[config.mk]
export PLATFORM = sky130hd
export DESIGN_NAME = maze_path_simplifier_flat
export DESIGN_NICKNAME = d
export VERILOG_FILES = /design/src/rtl/mps_pkg.sv /design/src/rtl/mps_if.sv /design/src/rtl/mps_reducer.sv /design/src/rtl/maze_path_simplifier.sv /design/src/flat_wrapper.sv
export SDC_FILE = /design/constraint.sdc
export NUM_CORES = 2
export LEC_CHECK = 0
export ABC_CLOCK_PERIOD_IN_PS = 19080
export BUFFER_PORTS_ARGS = -buffer_cell sky130_fd_sc_hd__buf_2
export CORE_ASPECT_RATIO = 0.5
export CORE_MARGIN = 2
export CORE_UTILIZATION = 50
export CTS_CLUSTER_SIZE = 28
export DETAILED_ROUTE_END_ITERATION = 6
export PLACE_DENSITY = 0.68
export SYNTH_ARGS = -nofsm -noshare
export SYNTH_HDL_FRONTEND = slang
export SYNTH_SLANG_ARGS = --single-unit
[constraint.sdc]
create_clock -name clk_i -period 19.08 [get_ports clk_i]
set_input_delay 1.908 -clock clk_i [delete_from_list [all_inputs] [get_ports clk_i]]
set_output_delay 1.908 -clock clk_i [all_outputs]
set_load 0.01 [all_outputs]
[src/rtl/mps_pkg.sv]
// shared types, codes and the dead-end replacement rules of the maze path simplifier
package mps_pkg;

  localparam int IndexW = 8;

  typedef enum logic [1:0] {
    MV_L = 2'd0,
    MV_R = 2'd1,
    MV_U = 2'd2,
    MV_F = 2'd3
  } mps_move_e;

  typedef enum logic [1:0] {
    CMD_APPEND   = 2'd0,
    CMD_SIMPLIFY = 2'd1,
    CMD_READ     = 2'd2,
    CMD_CLEAR    = 2'd3
  } mps_cmd_e;

  typedef enum logic [2:0] {
    ST_IDLE,
    ST_FETCH,
    ST_PUSH,
    ST_REFILL,
    ST_COPY,
    ST_DONE
  } mps_state_e;

  typedef struct packed {
    logic start;
    logic ack;
  } mps_ctrl_t;

  typedef struct packed {
    logic busy;
    logic done;
  } mps_stat_t;

  typedef struct packed {
    logic rd_en;
    logic wr_en;
  } mps_pmem_t;

  typedef struct packed {
    logic      hit;
    mps_move_e mv;
  } mps_rule_t;

  // replacement for the triple first, U-turn, third
  function automatic mps_rule_t mps_rule(input logic side, input mps_move_e first,
                                         input mps_move_e third);
    mps_rule_t r;
    r = '{hit: 1'b0, mv: MV_L};
    case ({side, first, third})
      {1'b0, MV_R, MV_R}: r = '{hit: 1'b1, mv: MV_F};
      {1'b0, MV_F, MV_R}: r = '{hit: 1'b1, mv: MV_L};
      {1'b0, MV_R, MV_F}: r = '{hit: 1'b1, mv: MV_L};
      {1'b0, MV_L, MV_R}: r = '{hit: 1'b1, mv: MV_U};
      {1'b0, MV_R, MV_L}: r = '{hit: 1'b1, mv: MV_U};
      {1'b1, MV_L, MV_L}: r = '{hit: 1'b1, mv: MV_F};
      {1'b1, MV_F, MV_L}: r = '{hit: 1'b1, mv: MV_R};
      {1'b1, MV_L, MV_F}: r = '{hit: 1'b1, mv: MV_R};
      {1'b1, MV_R, MV_L}: r = '{hit: 1'b1, mv: MV_U};
      {1'b1, MV_L, MV_R}: r = '{hit: 1'b1, mv: MV_U};
      default:            r = '{hit: 1'b0, mv: MV_L};
    endcase
    return r;
  endfunction

endpackage

[src/rtl/mps_if.sv]
// command and result channel interfaces of the maze path simplifier
interface mps_in_if;
  logic       valid;
  logic       ready;
  logic [1:0] cmd;
  logic [1:0] move;
  logic [7:0] index;

  modport source (output valid, output cmd, output move, output index, input ready);
  modport sink (input valid, input cmd, input move, input index, output ready);
endinterface

interface mps_out_if #(
  parameter int CountW = 9
);
  logic              valid;
  logic              ready;
  logic [1:0]        move_out;
  logic [CountW-1:0] path_length;
  logic              full_flag;
  logic              index_bad;

  modport source (output valid, output move_out, output path_length, output full_flag,
                  output index_bad, input ready);
  modport sink (input valid, input move_out, input path_length, input full_flag,
                input index_bad, output ready);
endinterface

[src/rtl/mps_reducer.sv]
// pass sequencer that shortens the path through the work stack memory
module mps_reducer #(
  parameter int PathDepth
) (
  input  logic                                 clk_i,
  input  logic                                 rst_ni,
  input  mps_pkg::mps_ctrl_t                   ctrl_i,
  input  logic                                 side_i,
  input  logic [$clog2(PathDepth+1)-1:0]       count_i,
  output mps_pkg::mps_stat_t                   stat_o,
  output logic [$clog2(PathDepth+1)-1:0]       count_o,
  output mps_pkg::mps_pmem_t                   pm_o,
  output logic [$clog2(PathDepth)-1:0]         p_raddr_o,
  output logic [$clog2(PathDepth)-1:0]         p_waddr_o,
  output logic [1:0]                           p_wdata_o,
  input  logic [1:0]                           p_rdata_i
);
  import mps_pkg::*;

  localparam int AW   = $clog2(PathDepth);
  localparam int CntW = $clog2(PathDepth + 1);

  mps_state_e state_q, state_d;

  logic [CntW-1:0] i_q, i_d;
  logic [CntW-1:0] depth_q, depth_d;
  logic [CntW-1:0] len_q, len_d;
  logic [CntW-1:0] c_q, c_d;
  mps_move_e       top_q, top_d;
  mps_move_e       sec_q, sec_d;
  logic            changed_q, changed_d;

  logic [1:0]    w_mem [PathDepth];
  logic [1:0]    w_rdata_q;
  logic          w_we, w_re;
  logic [AW-1:0] w_waddr, w_raddr;
  logic [1:0]    w_wdata;

  mps_move_e       x;
  mps_rule_t       rule;
  logic            match;
  logic            deep;
  logic            last;
  logic [CntW-1:0] i_m1, i_m2, d_m2, d_m3, c_m1, cp_src;

  assign x      = mps_move_e'(p_rdata_i);
  assign rule   = mps_rule(side_i, sec_q, x);
  assign match  = (depth_q >= CntW'(2)) && (top_q == MV_U) && rule.hit;
  assign deep   = depth_q >= CntW'(3);
  assign last   = i_q == CntW'(1);
  assign i_m1   = i_q - CntW'(1);
  assign i_m2   = i_q - CntW'(2);
  assign d_m2   = depth_q - CntW'(2);
  assign d_m3   = depth_q - CntW'(3);
  assign c_m1   = c_q - CntW'(1);
  assign cp_src = depth_q - CntW'(1) - c_q;

  always_comb begin
    state_d = state_q;
    unique case (state_q)
      ST_IDLE: begin
        if (ctrl_i.start) begin
          state_d = (count_i < CntW'(3)) ? ST_DONE : ST_FETCH;
        end
      end
      ST_FETCH: state_d = ST_PUSH;
      ST_PUSH: begin
        if (last) begin
          state_d = (changed_q || match) ? ST_COPY : ST_DONE;
        end else if (match && deep) begin
          state_d = ST_REFILL;
        end
      end
      ST_REFILL: state_d = ST_PUSH;
      ST_COPY: begin
        if (c_q == depth_q) begin
          state_d = deep ? ST_FETCH : ST_DONE;
        end
      end
      ST_DONE: begin
        if (ctrl_i.ack) begin
          state_d = ST_IDLE;
        end
      end
      default: state_d = ST_IDLE;
    endcase
  end

  always_comb begin
    i_d       = i_q;
    depth_d   = depth_q;
    len_d     = len_q;
    c_d       = c_q;
    top_d     = top_q;
    sec_d     = sec_q;
    changed_d = changed_q;
    pm_o      = '0;
    p_raddr_o = '0;
    p_waddr_o = '0;
    p_wdata_o = w_rdata_q;
    w_we      = 1'b0;
    w_re      = 1'b0;
    w_waddr   = '0;
    w_raddr   = '0;
    w_wdata   = x;
    stat_o.busy = state_q != ST_IDLE;
    stat_o.done = 1'b0;
    unique case (state_q)
      ST_IDLE: begin
        if (ctrl_i.start) begin
          i_d       = count_i;
          len_d     = count_i;
          depth_d   = '0;
          c_d       = '0;
          changed_d = 1'b0;
        end
      end
      ST_FETCH: begin
        pm_o.rd_en = 1'b1;
        p_raddr_o  = i_m1[AW-1:0];
      end
      ST_PUSH: begin
        i_d  = i_m1;
        w_we = 1'b1;
        if (match) begin
          w_waddr   = d_m2[AW-1:0];
          w_wdata   = rule.mv;
          top_d     = rule.mv;
          depth_d   = depth_q - CntW'(1);
          changed_d = 1'b1;
          if (deep && !last) begin
            w_re    = 1'b1;
            w_raddr = d_m3[AW-1:0];
          end
        end else begin
          w_waddr = depth_q[AW-1:0];
          sec_d   = top_q;
          top_d   = x;
          depth_d = depth_q + CntW'(1);
        end
        if (!last && !(match && deep)) begin
          pm_o.rd_en = 1'b1;
          p_raddr_o  = i_m2[AW-1:0];
        end
      end
      ST_REFILL: begin
        sec_d      = mps_move_e'(w_rdata_q);
        pm_o.rd_en = 1'b1;
        p_raddr_o  = i_m1[AW-1:0];
      end
      ST_COPY: begin
        if (c_q != '0) begin
          pm_o.wr_en = 1'b1;
          p_waddr_o  = c_m1[AW-1:0];
        end
        if (c_q != depth_q) begin
          w_re    = 1'b1;
          w_raddr = cp_src[AW-1:0];
          c_d     = c_q + CntW'(1);
        end else begin
          len_d     = depth_q;
          i_d       = depth_q;
          depth_d   = '0;
          c_d       = '0;
          changed_d = 1'b0;
        end
      end
      ST_DONE: stat_o.done = 1'b1;
      default: ;
    endcase
  end

  assign count_o = len_q;

  always_ff @(posedge clk_i or negedge rst_ni) begin
    if (!rst_ni) begin
      state_q   <= ST_IDLE;
      i_q       <= '0;
      depth_q   <= '0;
      len_q     <= '0;
      c_q       <= '0;
      changed_q <= 1'b0;
    end else begin
      state_q   <= state_d;
      i_q       <= i_d;
      depth_q   <= depth_d;
      len_q     <= len_d;
      c_q       <= c_d;
      changed_q <= changed_d;
    end
  end

  always_ff @(posedge clk_i) begin
    top_q <= top_d;
    sec_q <= sec_d;
  end

  // work stack memory
  always_ff @(posedge clk_i) begin
    if (w_we) begin
      w_mem[w_waddr] <= w_wdata;
    end
    if (w_re) begin
      w_rdata_q <= w_mem[w_raddr];
    end
  end

endmodule

[src/rtl/maze_path_simplifier.sv]
// top level of the maze path simplifier: path store, command decode and result stage
// Records robot moves in a path store and answers one result per command transaction.
// Append, read and clear are taken one per cycle while the receiver does not hold off
// results and no simplify runs; a result passes through a command stage and an output
// register. Simplify holds off new commands while the pass sequencer runs: each pass
// pushes every stored move onto the work stack, a pass that shortened the path then
// copies the work stack back, and passes repeat until one leaves the path as it is or
// the path is shorter than three moves; each memory has a single read and write port.
// Paths shorter than three moves go straight to done without a pass.
module maze_path_simplifier #(
  parameter int PATH_DEPTH = 256
) (
  input  logic     clk_i,
  input  logic     rst_ni,
  input  logic     cfg_we_i,
  input  logic     cfg_wdata_i,
  mps_in_if.sink   cmd_i,
  mps_out_if.source res_o
);
  import mps_pkg::*;

  localparam int AW   = $clog2(PATH_DEPTH);
  localparam int CntW = $clog2(PATH_DEPTH + 1);
  localparam int CmpW = (CntW > IndexW) ? CntW : IndexW;

  logic            side_q;
  logic [CntW-1:0] count_q, count_d;

  logic [1:0]    p_mem [PATH_DEPTH];
  logic [1:0]    p_rdata_q;
  logic          p_we, p_re;
  logic [AW-1:0] p_waddr, p_raddr;
  logic [1:0]    p_wdata;

  logic            s1_valid_q, s1_valid_d;
  logic [CntW-1:0] s1_len_q, s1_len_d;
  logic            s1_full_q, s1_full_d;
  logic            s1_bad_q, s1_bad_d;
  logic            s1_rd_q, s1_rd_d;

  logic            o_valid_q;
  logic [1:0]      o_move_q;
  logic [CntW-1:0] o_len_q;
  logic            o_full_q;
  logic            o_bad_q;

  logic      accept, out_free, s1_free, s1_load;
  logic      is_full, in_range, do_append, do_read;
  logic [CmpW-1:0] idx_c, cnt_c;

  mps_ctrl_t       red_ctrl;
  mps_stat_t       red_stat;
  mps_pmem_t       red_pm;
  logic [CntW-1:0] red_count;
  logic [AW-1:0]   red_raddr, red_waddr;
  logic [1:0]      red_wdata;

  assign out_free = !o_valid_q || res_o.ready;
  assign s1_free  = !s1_valid_q || out_free;
  assign cmd_i.ready = !red_stat.busy && s1_free;
  assign accept   = cmd_i.valid && cmd_i.ready;

  assign idx_c    = CmpW'(cmd_i.index);
  assign cnt_c    = CmpW'(count_q);
  assign in_range = idx_c < cnt_c;
  assign is_full  = count_q == CntW'(PATH_DEPTH);

  assign red_ctrl.start = accept && (cmd_i.cmd == CMD_SIMPLIFY);
  assign red_ctrl.ack   = red_stat.done && s1_free;

  always_comb begin
    count_d   = count_q;
    do_append = 1'b0;
    do_read   = 1'b0;
    s1_full_d = 1'b0;
    s1_bad_d  = 1'b0;
    s1_load   = red_ctrl.ack;
    if (accept) begin
      unique case (mps_cmd_e'(cmd_i.cmd))
        CMD_APPEND: begin
          s1_load   = 1'b1;
          s1_full_d = is_full;
          do_append = !is_full;
          if (!is_full) begin
            count_d = count_q + CntW'(1);
          end
        end
        CMD_SIMPLIFY: s1_load = 1'b0;
        CMD_READ: begin
          s1_load  = 1'b1;
          s1_bad_d = !in_range;
          do_read  = in_range;
        end
        CMD_CLEAR: begin
          s1_load = 1'b1;
          count_d = '0;
        end
        default: ;
      endcase
    end
    if (red_ctrl.ack) begin
      count_d = red_count;
    end
    s1_len_d   = count_d;
    s1_rd_d    = do_read;
    s1_valid_d = s1_load ? 1'b1 : (out_free ? 1'b0 : s1_valid_q);
  end

  mps_reducer #(
    .PathDepth (PATH_DEPTH)
  ) u_reducer (
    .clk_i     (clk_i),
    .rst_ni    (rst_ni),
    .ctrl_i    (red_ctrl),
    .side_i    (side_q),
    .count_i   (count_q),
    .stat_o    (red_stat),
    .count_o   (red_count),
    .pm_o      (red_pm),
    .p_raddr_o (red_raddr),
    .p_waddr_o (red_waddr),
    .p_wdata_o (red_wdata),
    .p_rdata_i (p_rdata_q)
  );

  assign p_we    = red_pm.wr_en || do_append;
  assign p_waddr = red_pm.wr_en ? red_waddr : count_q[AW-1:0];
  assign p_wdata = red_pm.wr_en ? red_wdata : cmd_i.move;
  assign p_re    = red_pm.rd_en || do_read;
  assign p_raddr = red_pm.rd_en ? red_raddr : idx_c[AW-1:0];

  // path store memory
  always_ff @(posedge clk_i) begin
    if (p_we) begin
      p_mem[p_waddr] <= p_wdata;
    end
    if (p_re) begin
      p_rdata_q <= p_mem[p_raddr];
    end
  end

  always_ff @(posedge clk_i or negedge rst_ni) begin
    if (!rst_ni) begin
      side_q     <= 1'b0;
      count_q    <= '0;
      s1_valid_q <= 1'b0;
      o_valid_q  <= 1'b0;
    end else begin
      if (cfg_we_i) begin
        side_q <= cfg_wdata_i;
      end
      count_q    <= count_d;
      s1_valid_q <= s1_valid_d;
      if (out_free) begin
        o_valid_q <= s1_valid_q;
      end
    end
  end

  always_ff @(posedge clk_i) begin
    if (s1_load) begin
      s1_len_q  <= s1_len_d;
      s1_full_q <= s1_full_d;
      s1_bad_q  <= s1_bad_d;
      s1_rd_q   <= s1_rd_d;
    end
    if (out_free && s1_valid_q) begin
      o_move_q <= s1_rd_q ? p_rdata_q : 2'b00;
      o_len_q  <= s1_len_q;
      o_full_q <= s1_full_q;
      o_bad_q  <= s1_bad_q;
    end
  end

  assign res_o.valid       = o_valid_q;
  assign res_o.move_out    = o_move_q;
  assign res_o.path_length = o_len_q;
  assign res_o.full_flag   = o_full_q;
  assign res_o.index_bad   = o_bad_q;

endmodule

[src/flat_wrapper.sv]
// flat-port wrapper written by rule: the top's interface ports become plain ports
module maze_path_simplifier_flat import mps_pkg::*;
#(
  parameter int PATH_DEPTH = 256
)
  (clk_i, rst_ni, cfg_we_i, cfg_wdata_i, cmd_i_valid, cmd_i_cmd, cmd_i_move, cmd_i_index, cmd_i_ready, res_o_valid, res_o_move_out, res_o_path_length, res_o_full_flag, res_o_index_bad, res_o_ready);
  mps_in_if cmd_i_i ();
  mps_out_if #(.CountW(9)) res_o_i ();
  input  logic clk_i;
  input  logic rst_ni;
  input  logic cfg_we_i;
  input  logic cfg_wdata_i;
  input wire logic [$bits(cmd_i_i.valid)-1:0] cmd_i_valid;
  input wire logic [$bits(cmd_i_i.cmd)-1:0] cmd_i_cmd;
  input wire logic [$bits(cmd_i_i.move)-1:0] cmd_i_move;
  input wire logic [$bits(cmd_i_i.index)-1:0] cmd_i_index;
  output wire logic [$bits(cmd_i_i.ready)-1:0] cmd_i_ready;
  output wire logic [$bits(res_o_i.valid)-1:0] res_o_valid;
  output wire logic [$bits(res_o_i.move_out)-1:0] res_o_move_out;
  output wire logic [$bits(res_o_i.path_length)-1:0] res_o_path_length;
  output wire logic [$bits(res_o_i.full_flag)-1:0] res_o_full_flag;
  output wire logic [$bits(res_o_i.index_bad)-1:0] res_o_index_bad;
  input wire logic [$bits(res_o_i.ready)-1:0] res_o_ready;
  assign cmd_i_i.valid = cmd_i_valid;
  assign cmd_i_i.cmd = cmd_i_cmd;
  assign cmd_i_i.move = cmd_i_move;
  assign cmd_i_i.index = cmd_i_index;
  assign cmd_i_ready = cmd_i_i.ready;
  assign res_o_valid = res_o_i.valid;
  assign res_o_move_out = res_o_i.move_out;
  assign res_o_path_length = res_o_i.path_length;
  assign res_o_full_flag = res_o_i.full_flag;
  assign res_o_index_bad = res_o_i.index_bad;
  assign res_o_i.ready = res_o_ready;
  maze_path_simplifier #(.PATH_DEPTH(PATH_DEPTH)) u_core (.clk_i(clk_i), .rst_ni(rst_ni), .cfg_we_i(cfg_we_i), .cfg_wdata_i(cfg_wdata_i), .cmd_i(cmd_i_i), .res_o(res_o_i));
endmodule
# Word-level counts from Yosys, hierarchy flattened
# Memory sizes are Yosys's and may differ from the RTL's. A register that Yosys moved wholly into a read port is not among the register bits.
# Index checks and enable logic that the tools add are counted.
# W data, S select, Z words.
[word_totals]
ff_bits = 81
ram_bits = 1024
romBits = 96
in_bits = 18
out_inout_bits = 15
elab_cells = 163
memories = 3
[classes]
add_sub_neg = 10
magnitude_cmp = 4
n_eq_ne = 20
mux = 66
reduce_logical = 40
[memory_table]
columns = ["name", "words", "width", "read_ports", "rd_ports_with_merged_regs", "wr", "line_no", "rtl"]
rows = [
  ["u_core.p_mem", 256, 2, 1, 1, 1, "maze_path_simplifier.sv:29", "logic [1:0] p_mem [PATH_DEPTH];"],
  ["u_core.u_reducer.w_mem", 256, 2, 1, 1, 1, "mps_reducer.sv:33", "logic [1:0] w_mem [PathDepth];"],
  ["(no name shown)", 32, 3, 1, 0, 0, "mps_pkg.sv:54", "case ({side, first, third})"],
]
[ops]
columns = ["op", "n"]
rows = [
  ["$mux W9", 9],
  ["$mux W8", 10],
  ["$pmux W9 S2", 3],
  ["$pmux W9 S3", 2],
  ["$pmux W8 S2", 2],
  ["$add A9 B1 Y9 const B", 3],
  ["$sub A8 B2 Y8 const B", 3],
  ["$mux W1", 23],
  ["$mux W3", 7],
  ["$ge A9 B2 Y1 const B", 2],
  ["$sub A9 B1 Y9 const B", 2],
  ["$pmux W3 S5", 1],
  ["$logic_and A1 B1 Y1", 10],
  ["$eq A9 B1 Y1 const B", 1],
  ["$eq A9 B9 Y1", 1],
  ["$eq A9 B9 Y1 const B", 1],
  ["$lt A8 B9 Y1", 1],
  ["$lt A9 B2 Y1 const B", 1],
  ["$ne A9 B9 Y1", 1],
  ["$reduce_bool A9 Y1", 1],
  ["$mux W2", 4],
  ["$ne A2 B2 Y1 const B", 4],
  ["$reduce_and A2 Y1", 4],
  ["$reduce_and A4 Y1", 2],
  ["21 further kinds", 42],
]

# Logic depth before layout (Yosys ltp)
[logic_depth]
word_depth = 9
ltp_mapped = 19
mapped_depth_nobuf = 15

# Hierarchy
# Synthesis repeated with hierarchy kept, for this count alone.
[hier_totals]
hier_cells = 4122
area_unflattened_um2 = 48953.2
[modules_own_cells]
columns = ["module", "instances", "cells_each", "area_each_um2", "seq_area_each_um2"]
rows = [
  ["mps_reducer", 1, 2322, 25767.2, 16555.9],
  ["maze_path_simplifier", 1, 1800, 23186.0, 16485.8],
]

# Worst setup path after synthesis
# No wires, ideal clock.
[synth_path]
path_kind = "reg-to-reg"
start = "register u_core.u_reducer.state_q[1]"
end = "memory u_core.u_reducer.w_mem[0][0] (data pin)"
arrival_ps = 11286
t_required_ps = 16890
path_slack_ps = 5604
path_stages_with_launch = 7
n_path_buf = 3
synth_period_minus_slack_ps = 13476
path_cell_list = "dfrtp_1 > buf_4 > or3b_1 > buf_2 > clkinv_1 > clkbuf_1 > o21ai_0"
[synth_via]
elab_chain_cells = 2
[synth_rtl]
columns = ["item", "line_no", "rtl"]
rows = [
  ["start, declared", "mps_reducer.sv:23", "mps_state_e state_q, state_d;"],
  ["start signal, assigned", "mps_reducer.sv:184", "state_q <= state_d;"],
  ["$eq A3 B2 Y1", "mps_reducer.sv:108", "unique case (state_q)"],
  ["$mux W2", "mps_reducer.sv:108", ""],
  ["via u_core.u_reducer.w_wdata[0]", "mps_reducer.sv:37", "logic [1:0] w_wdata;"],
  ["end, declared", "mps_reducer.sv:33", ""],
]
# The timed path passes the listed nets, and every way through them passes these cells.

# Final worst setup path
[layout_path]
start = "register u_core.u_reducer.depth_q[2]"
end = "register u_core.u_reducer.w_rdata_q[1] (netlist: u_core.u_reducer.p_wdata_o[1]) (read register of u_core.u_reducer.w_mem) (data pin)"
[layout_via]
elab_chain_cells = 5
word_cells_on_any_way = 17
classes_between = "3 x add/sub; 2 x order compare; 1 x eq/ne; 8 x mux; 3 x reduce/logical"
[layout_rtl]
columns = ["item", "line_no", "rtl"]
rows = [
  ["start, declared", "mps_reducer.sv:26", "logic [CntW-1:0] depth_q, depth_d;"],
  ["start signal, assigned", "mps_reducer.sv:186", "depth_q <= depth_d;"],
  ["branches (longest 5 deep; another with $sub A9 B1 Y9)", "--", ""],
  ["end, declared", "mps_reducer.sv:34", "logic [1:0] w_rdata_q;"],
]
# Parallel ways; which one is timed is not known.
# A chain may end at the register's enable or synchronous reset.

==> flow_metrics.py <==
metrics = {
    "synthesis": {
        "yosysSeqAreaShare": 0.672,
        "async_reset_ff_frac": 0.0469,
        "synth_cells": 4192,
        "ys.flop_type": "edfxtp_1",
        "synth_edf_count": 1057,
        "syn_area_per_cell_um2": 11.7,
        "synth_cell_types": 92,
        "netlist_area_um2": 49200,
        "synthesis.nets": 4246,
        "ys_warn_count": 0,
        "synth_seq_cells": 1109,
    },
    "sta": {
        "tightest_slew_ns": 1.41,
        "hold_slack_ns": 0.422,
        "skew_ns": 0.0303,
        "fin_ws_ns": 12.25,
        "slew_violations": 0,
        "hold_viol": 0,
        "setup_viol": 0,
        "finalCriticalPeriod_ns": 6.83,
        "max_slew_margin": 0.0571,
        "setup_tns_ns": 0,
        "clock.fmax_mhz": 146,
        "period_share": 0.358,
        "rsz0062_at_grt": "false",
    },
    "power_and_ir_drop": {
        "p_clk_frac": 0.241,
        "power.density_nw_per_um2": 161,
        "pwr-share-comb": 0.386,
        "peakVddDrop_uv": 314,
        "leakage_nw": 17.8,
        "switchingPower_w": 0.00343,
        "seq_power_share": 0.373,
        "p_int_w": 0.00521,
        "p_sw_frac": 0.397,
    },
    "setup_path": {
        "slowest_stage": "nand2_4",
        "max_stage_delay_ns": 0.80,
        "endpoint_kind": "flip-flop",
        "crit_path_frequent_cell": "buf_4",
        "cp-start-kind": "flip-flop",
        "r2r_cells": 16,
        "path_cells": "inv_1, ha_1, nor2b_1, nand4_1, nand3_1, or4_2, buf_4, nand2_4, buf_4, buf_4, a21oi_1, a22o_1, a2bb2oi_1, a21oi_1, nor4_1, nor4_1",
        "cp.arrival_ns": 7.37,
        "critPathKind": "reg -> reg",
        "crit_path_max_fanout": 92,
        "crit_required_ns": 19.61,
    },
    "clock_tree": {
        "cts_buffers": 98,
        "cts-root-buf": "clkbuf_16",
        "cts_buffer_depth": 3,
        "clk_pin_slew_ns": 0.07,
        "cts.sinks": 1109,
        "cts_tree": "built",
        "postCtsSetupRepairBufs": 0,
        "cts-resized-gates": 0,
        "cts_hold_buffers": 0,
        "htreeDepth": 3,
        "insertion_delay_ns": 0.72,
    },
    "floorplan": {
        "dieArea_um2": 101000,
        "start_util": 0.504,
        "die_w_um": 448,
        "core_um2": 97600,
        "die_h_um": 226,
        "ioPinCount": 33,
        "rows": 81,
    },
    "final_layout": {
        "layout-drive-gt1-share": 0.0713,
        "area_delta_synth_final_pct": 9.42,
        "antenna_cells": 0,
        "fin_nets": 4152,
    },
    "status": {
        "status": "finished clean",
    },
    "grt": {
        "overflow": 0,
        "grt_pass1_wl_um": 200000,
        "grt_max_degree": 257,
        "grt_pass1_vias": 32792,
        "grt_util_all_layers": 0.261,
        "antenna_found_initial": 1,
    },
    "routing": {
        "ant_nets": 0,
        "vias": 34205,
        "routed_wl_um": 133000,
        "avgRoutedWirePerCell_um": 24.2,
        "drtPass1Iterations": 7,
        "vias_per_cell": 6.21,
        "drc_errors": 0,
        "initialDrtViolationCount": 4665,
    },
    "job": {
        "max-cap-violations": 0,
    },
    "placed_design": {
        "dp_hpwl_um": 76900,
        "preCtsSetupSlack_ns": 12.38,
        "place_congestion": 0.902,
        "portBuffers": 32,
    },
    "hold_path": {
        "min_path_cells": 0,
        "min_path_type": "reg -> reg",
    },
}
-- through the flow --
step / instances / total power (W) / utilization / area [um2]
finish: 5507 / 0.00864 / 0.551 / 53800
global route: 5507 / 0.00901 / 0.551 / 53800
CTS: 5507 / 0.00860 / 0.551 / 53800
detailed placement: 5326 / 0.00654 / 0.517 / 50500
global placement: 5326 / 0.00649 / 0.517 / 50500
floorplan: 4192 / 0.00564 / - / 49200
-- metal layers --
metal	routed length (um)	global-route usage
met3	12200	0.0472
met4	4810	0.0943
met2	61800	0.414
met1	54500	0.364
met5	0	0
-- synthesized netlist by cell type, types with 27 or more instances --
master | instances | area [um2]
a21oi_1 | 259 | 1300
a211oi_1 | 78 | 586
clkbuf_1 | 191 | 717
edfxtp_1 | 1057 | 31700
nand2_1 | 726 | 2730
nand4_1 | 27 | 169
inv_1 | 36 | 135
a22oi_1 | 96 | 721
nor2_1 | 637 | 2390
a31oi_1 | 57 | 357
buf_1 | 28 | 105
and3_1 | 62 | 388
o21ai_0 | 66 | 330
o22ai_1 | 42 | 263
nor3_1 | 37 | 185
dfrtp_1 | 52 | 1300
buf_2 | 67 | 335
ha_1 | 35 | 438
nand3_1 | 181 | 906
mux2i_1 | 101 | 1010
xnor2_1 | 35 | 307
-- power groups by stage --
| stage | Sequential (W) | Clock [W] | Combinational [W] |
|---|---|---|---|
| finish | 0.00323 | 0.00208 | 0.00333 |
| global placement | 0.00326 | 0 | 0.00322 |
| detailed placement | 0.00327 | 0 | 0.00327 |
| floorplan | 0.00341 | 0 | 0.00223 |
| global route | 0.00323 | 0.00219 | 0.00358 |
| CTS | 0.00322 | 0.00210 | 0.00329 |
-- cells in the final DEF (no fill, tap or decap), drive strengths merged, types with 52 or more instances in the layout --
cell type / instances
a21oi: 259
mux2i: 101
a31oi: 57
edfxtp: 1057
nand3: 181
clkbuf: 123
and3: 62
o21ai: 70
nand2: 727
nor2: 639
dfrtp: 52
buf: 101
a211oi: 80
a22oi: 96
-- worst max-delay path: cells and delay by family (launching register included) --
| family | cells | cell delay (ns) |
|---|---|---|
| AOI/OAI and AO/OA | 4 | 0.79 |
| DFF | 1 | 0.71 |
| adders and majority gates | 1 | 0.31 |
| and+or+nand+nor | 7 | 2.71 |
| buffers and inverters | 4 | 1.99 |
-- flip-flops by register name, indices dropped and copies added (netlist names), 2 cells and up --
signal,cells
u_core.u_reducer.i_q,9
u_core.u_reducer.count_o,9
u_core.p_rdata_q,2
u_core.u_reducer.p_wdata_o,2
u_core.res_o.path_length,9
u_core.u_reducer.depth_q,9
u_core.u_reducer.state_q,3
u_core.p_mem,512
u_core.s1_len_q,9
u_core.u_reducer.w_mem,512
u_core.u_reducer.c_q,9
u_core.u_reducer.top_q,2
u_core.u_reducer.sec_q,2
u_core.res_o.move_out,2
u_core.cnt_c,9
-- final timing paths --
check	start	endpoint	slack, ns
worst max-delay path	u_core.u_reducer.depth_q[2]$_DFFE_PN0P_	u_core.u_reducer.p_wdata_o[1]$_DFFE_PP_	12.25
worst min-delay path	u_core.s1_full_q$_SDFFCE_PN0P_	u_core.res_o.full_flag$_DFFE_PP_	0.42
worst max register to register	u_core.u_reducer.depth_q[2]$_DFFE_PN0P_	u_core.u_reducer.p_wdata_o[1]$_DFFE_PP_	12.25
worst min register to register	u_core.s1_full_q$_SDFFCE_PN0P_	u_core.res_o.full_flag$_DFFE_PP_	0.42
max in group asynchronous	rst_ni	u_core.cnt_c[6]$_DFF_PN0_	17.24
min in group asynchronous	rst_ni	u_core.res_o.valid$_DFFE_PN0P_	1.35
-- logic make-up after synthesis --
| family | share of synthesized area |
|---|---|
| flip-flops | 0.672 |
| AND/OR/NAND/NOR | 0.151 |
| AO/OA/AOI/OAI | 0.106 |
| XOR/XNOR | 0.00855 |
| adder cells (fa/ha/maj) | 0.00931 |
| buffers and inverters | 0.0280 |
| multiplexers | 0.0256 |
-- cell type report --
cell class / instances / area [um2]
clock inverter: 58 / 747
multi-input combinational: 2750 / 14900
sequential: 1109 / 33000
clock buffer: 123 / 2590
inverter: 38 / 143
tap: 1328 / 1660
fill: 8035 / 43800
timing repair buffer: 101 / 728
Note: power is estimated with default switching activity, not from simulation.
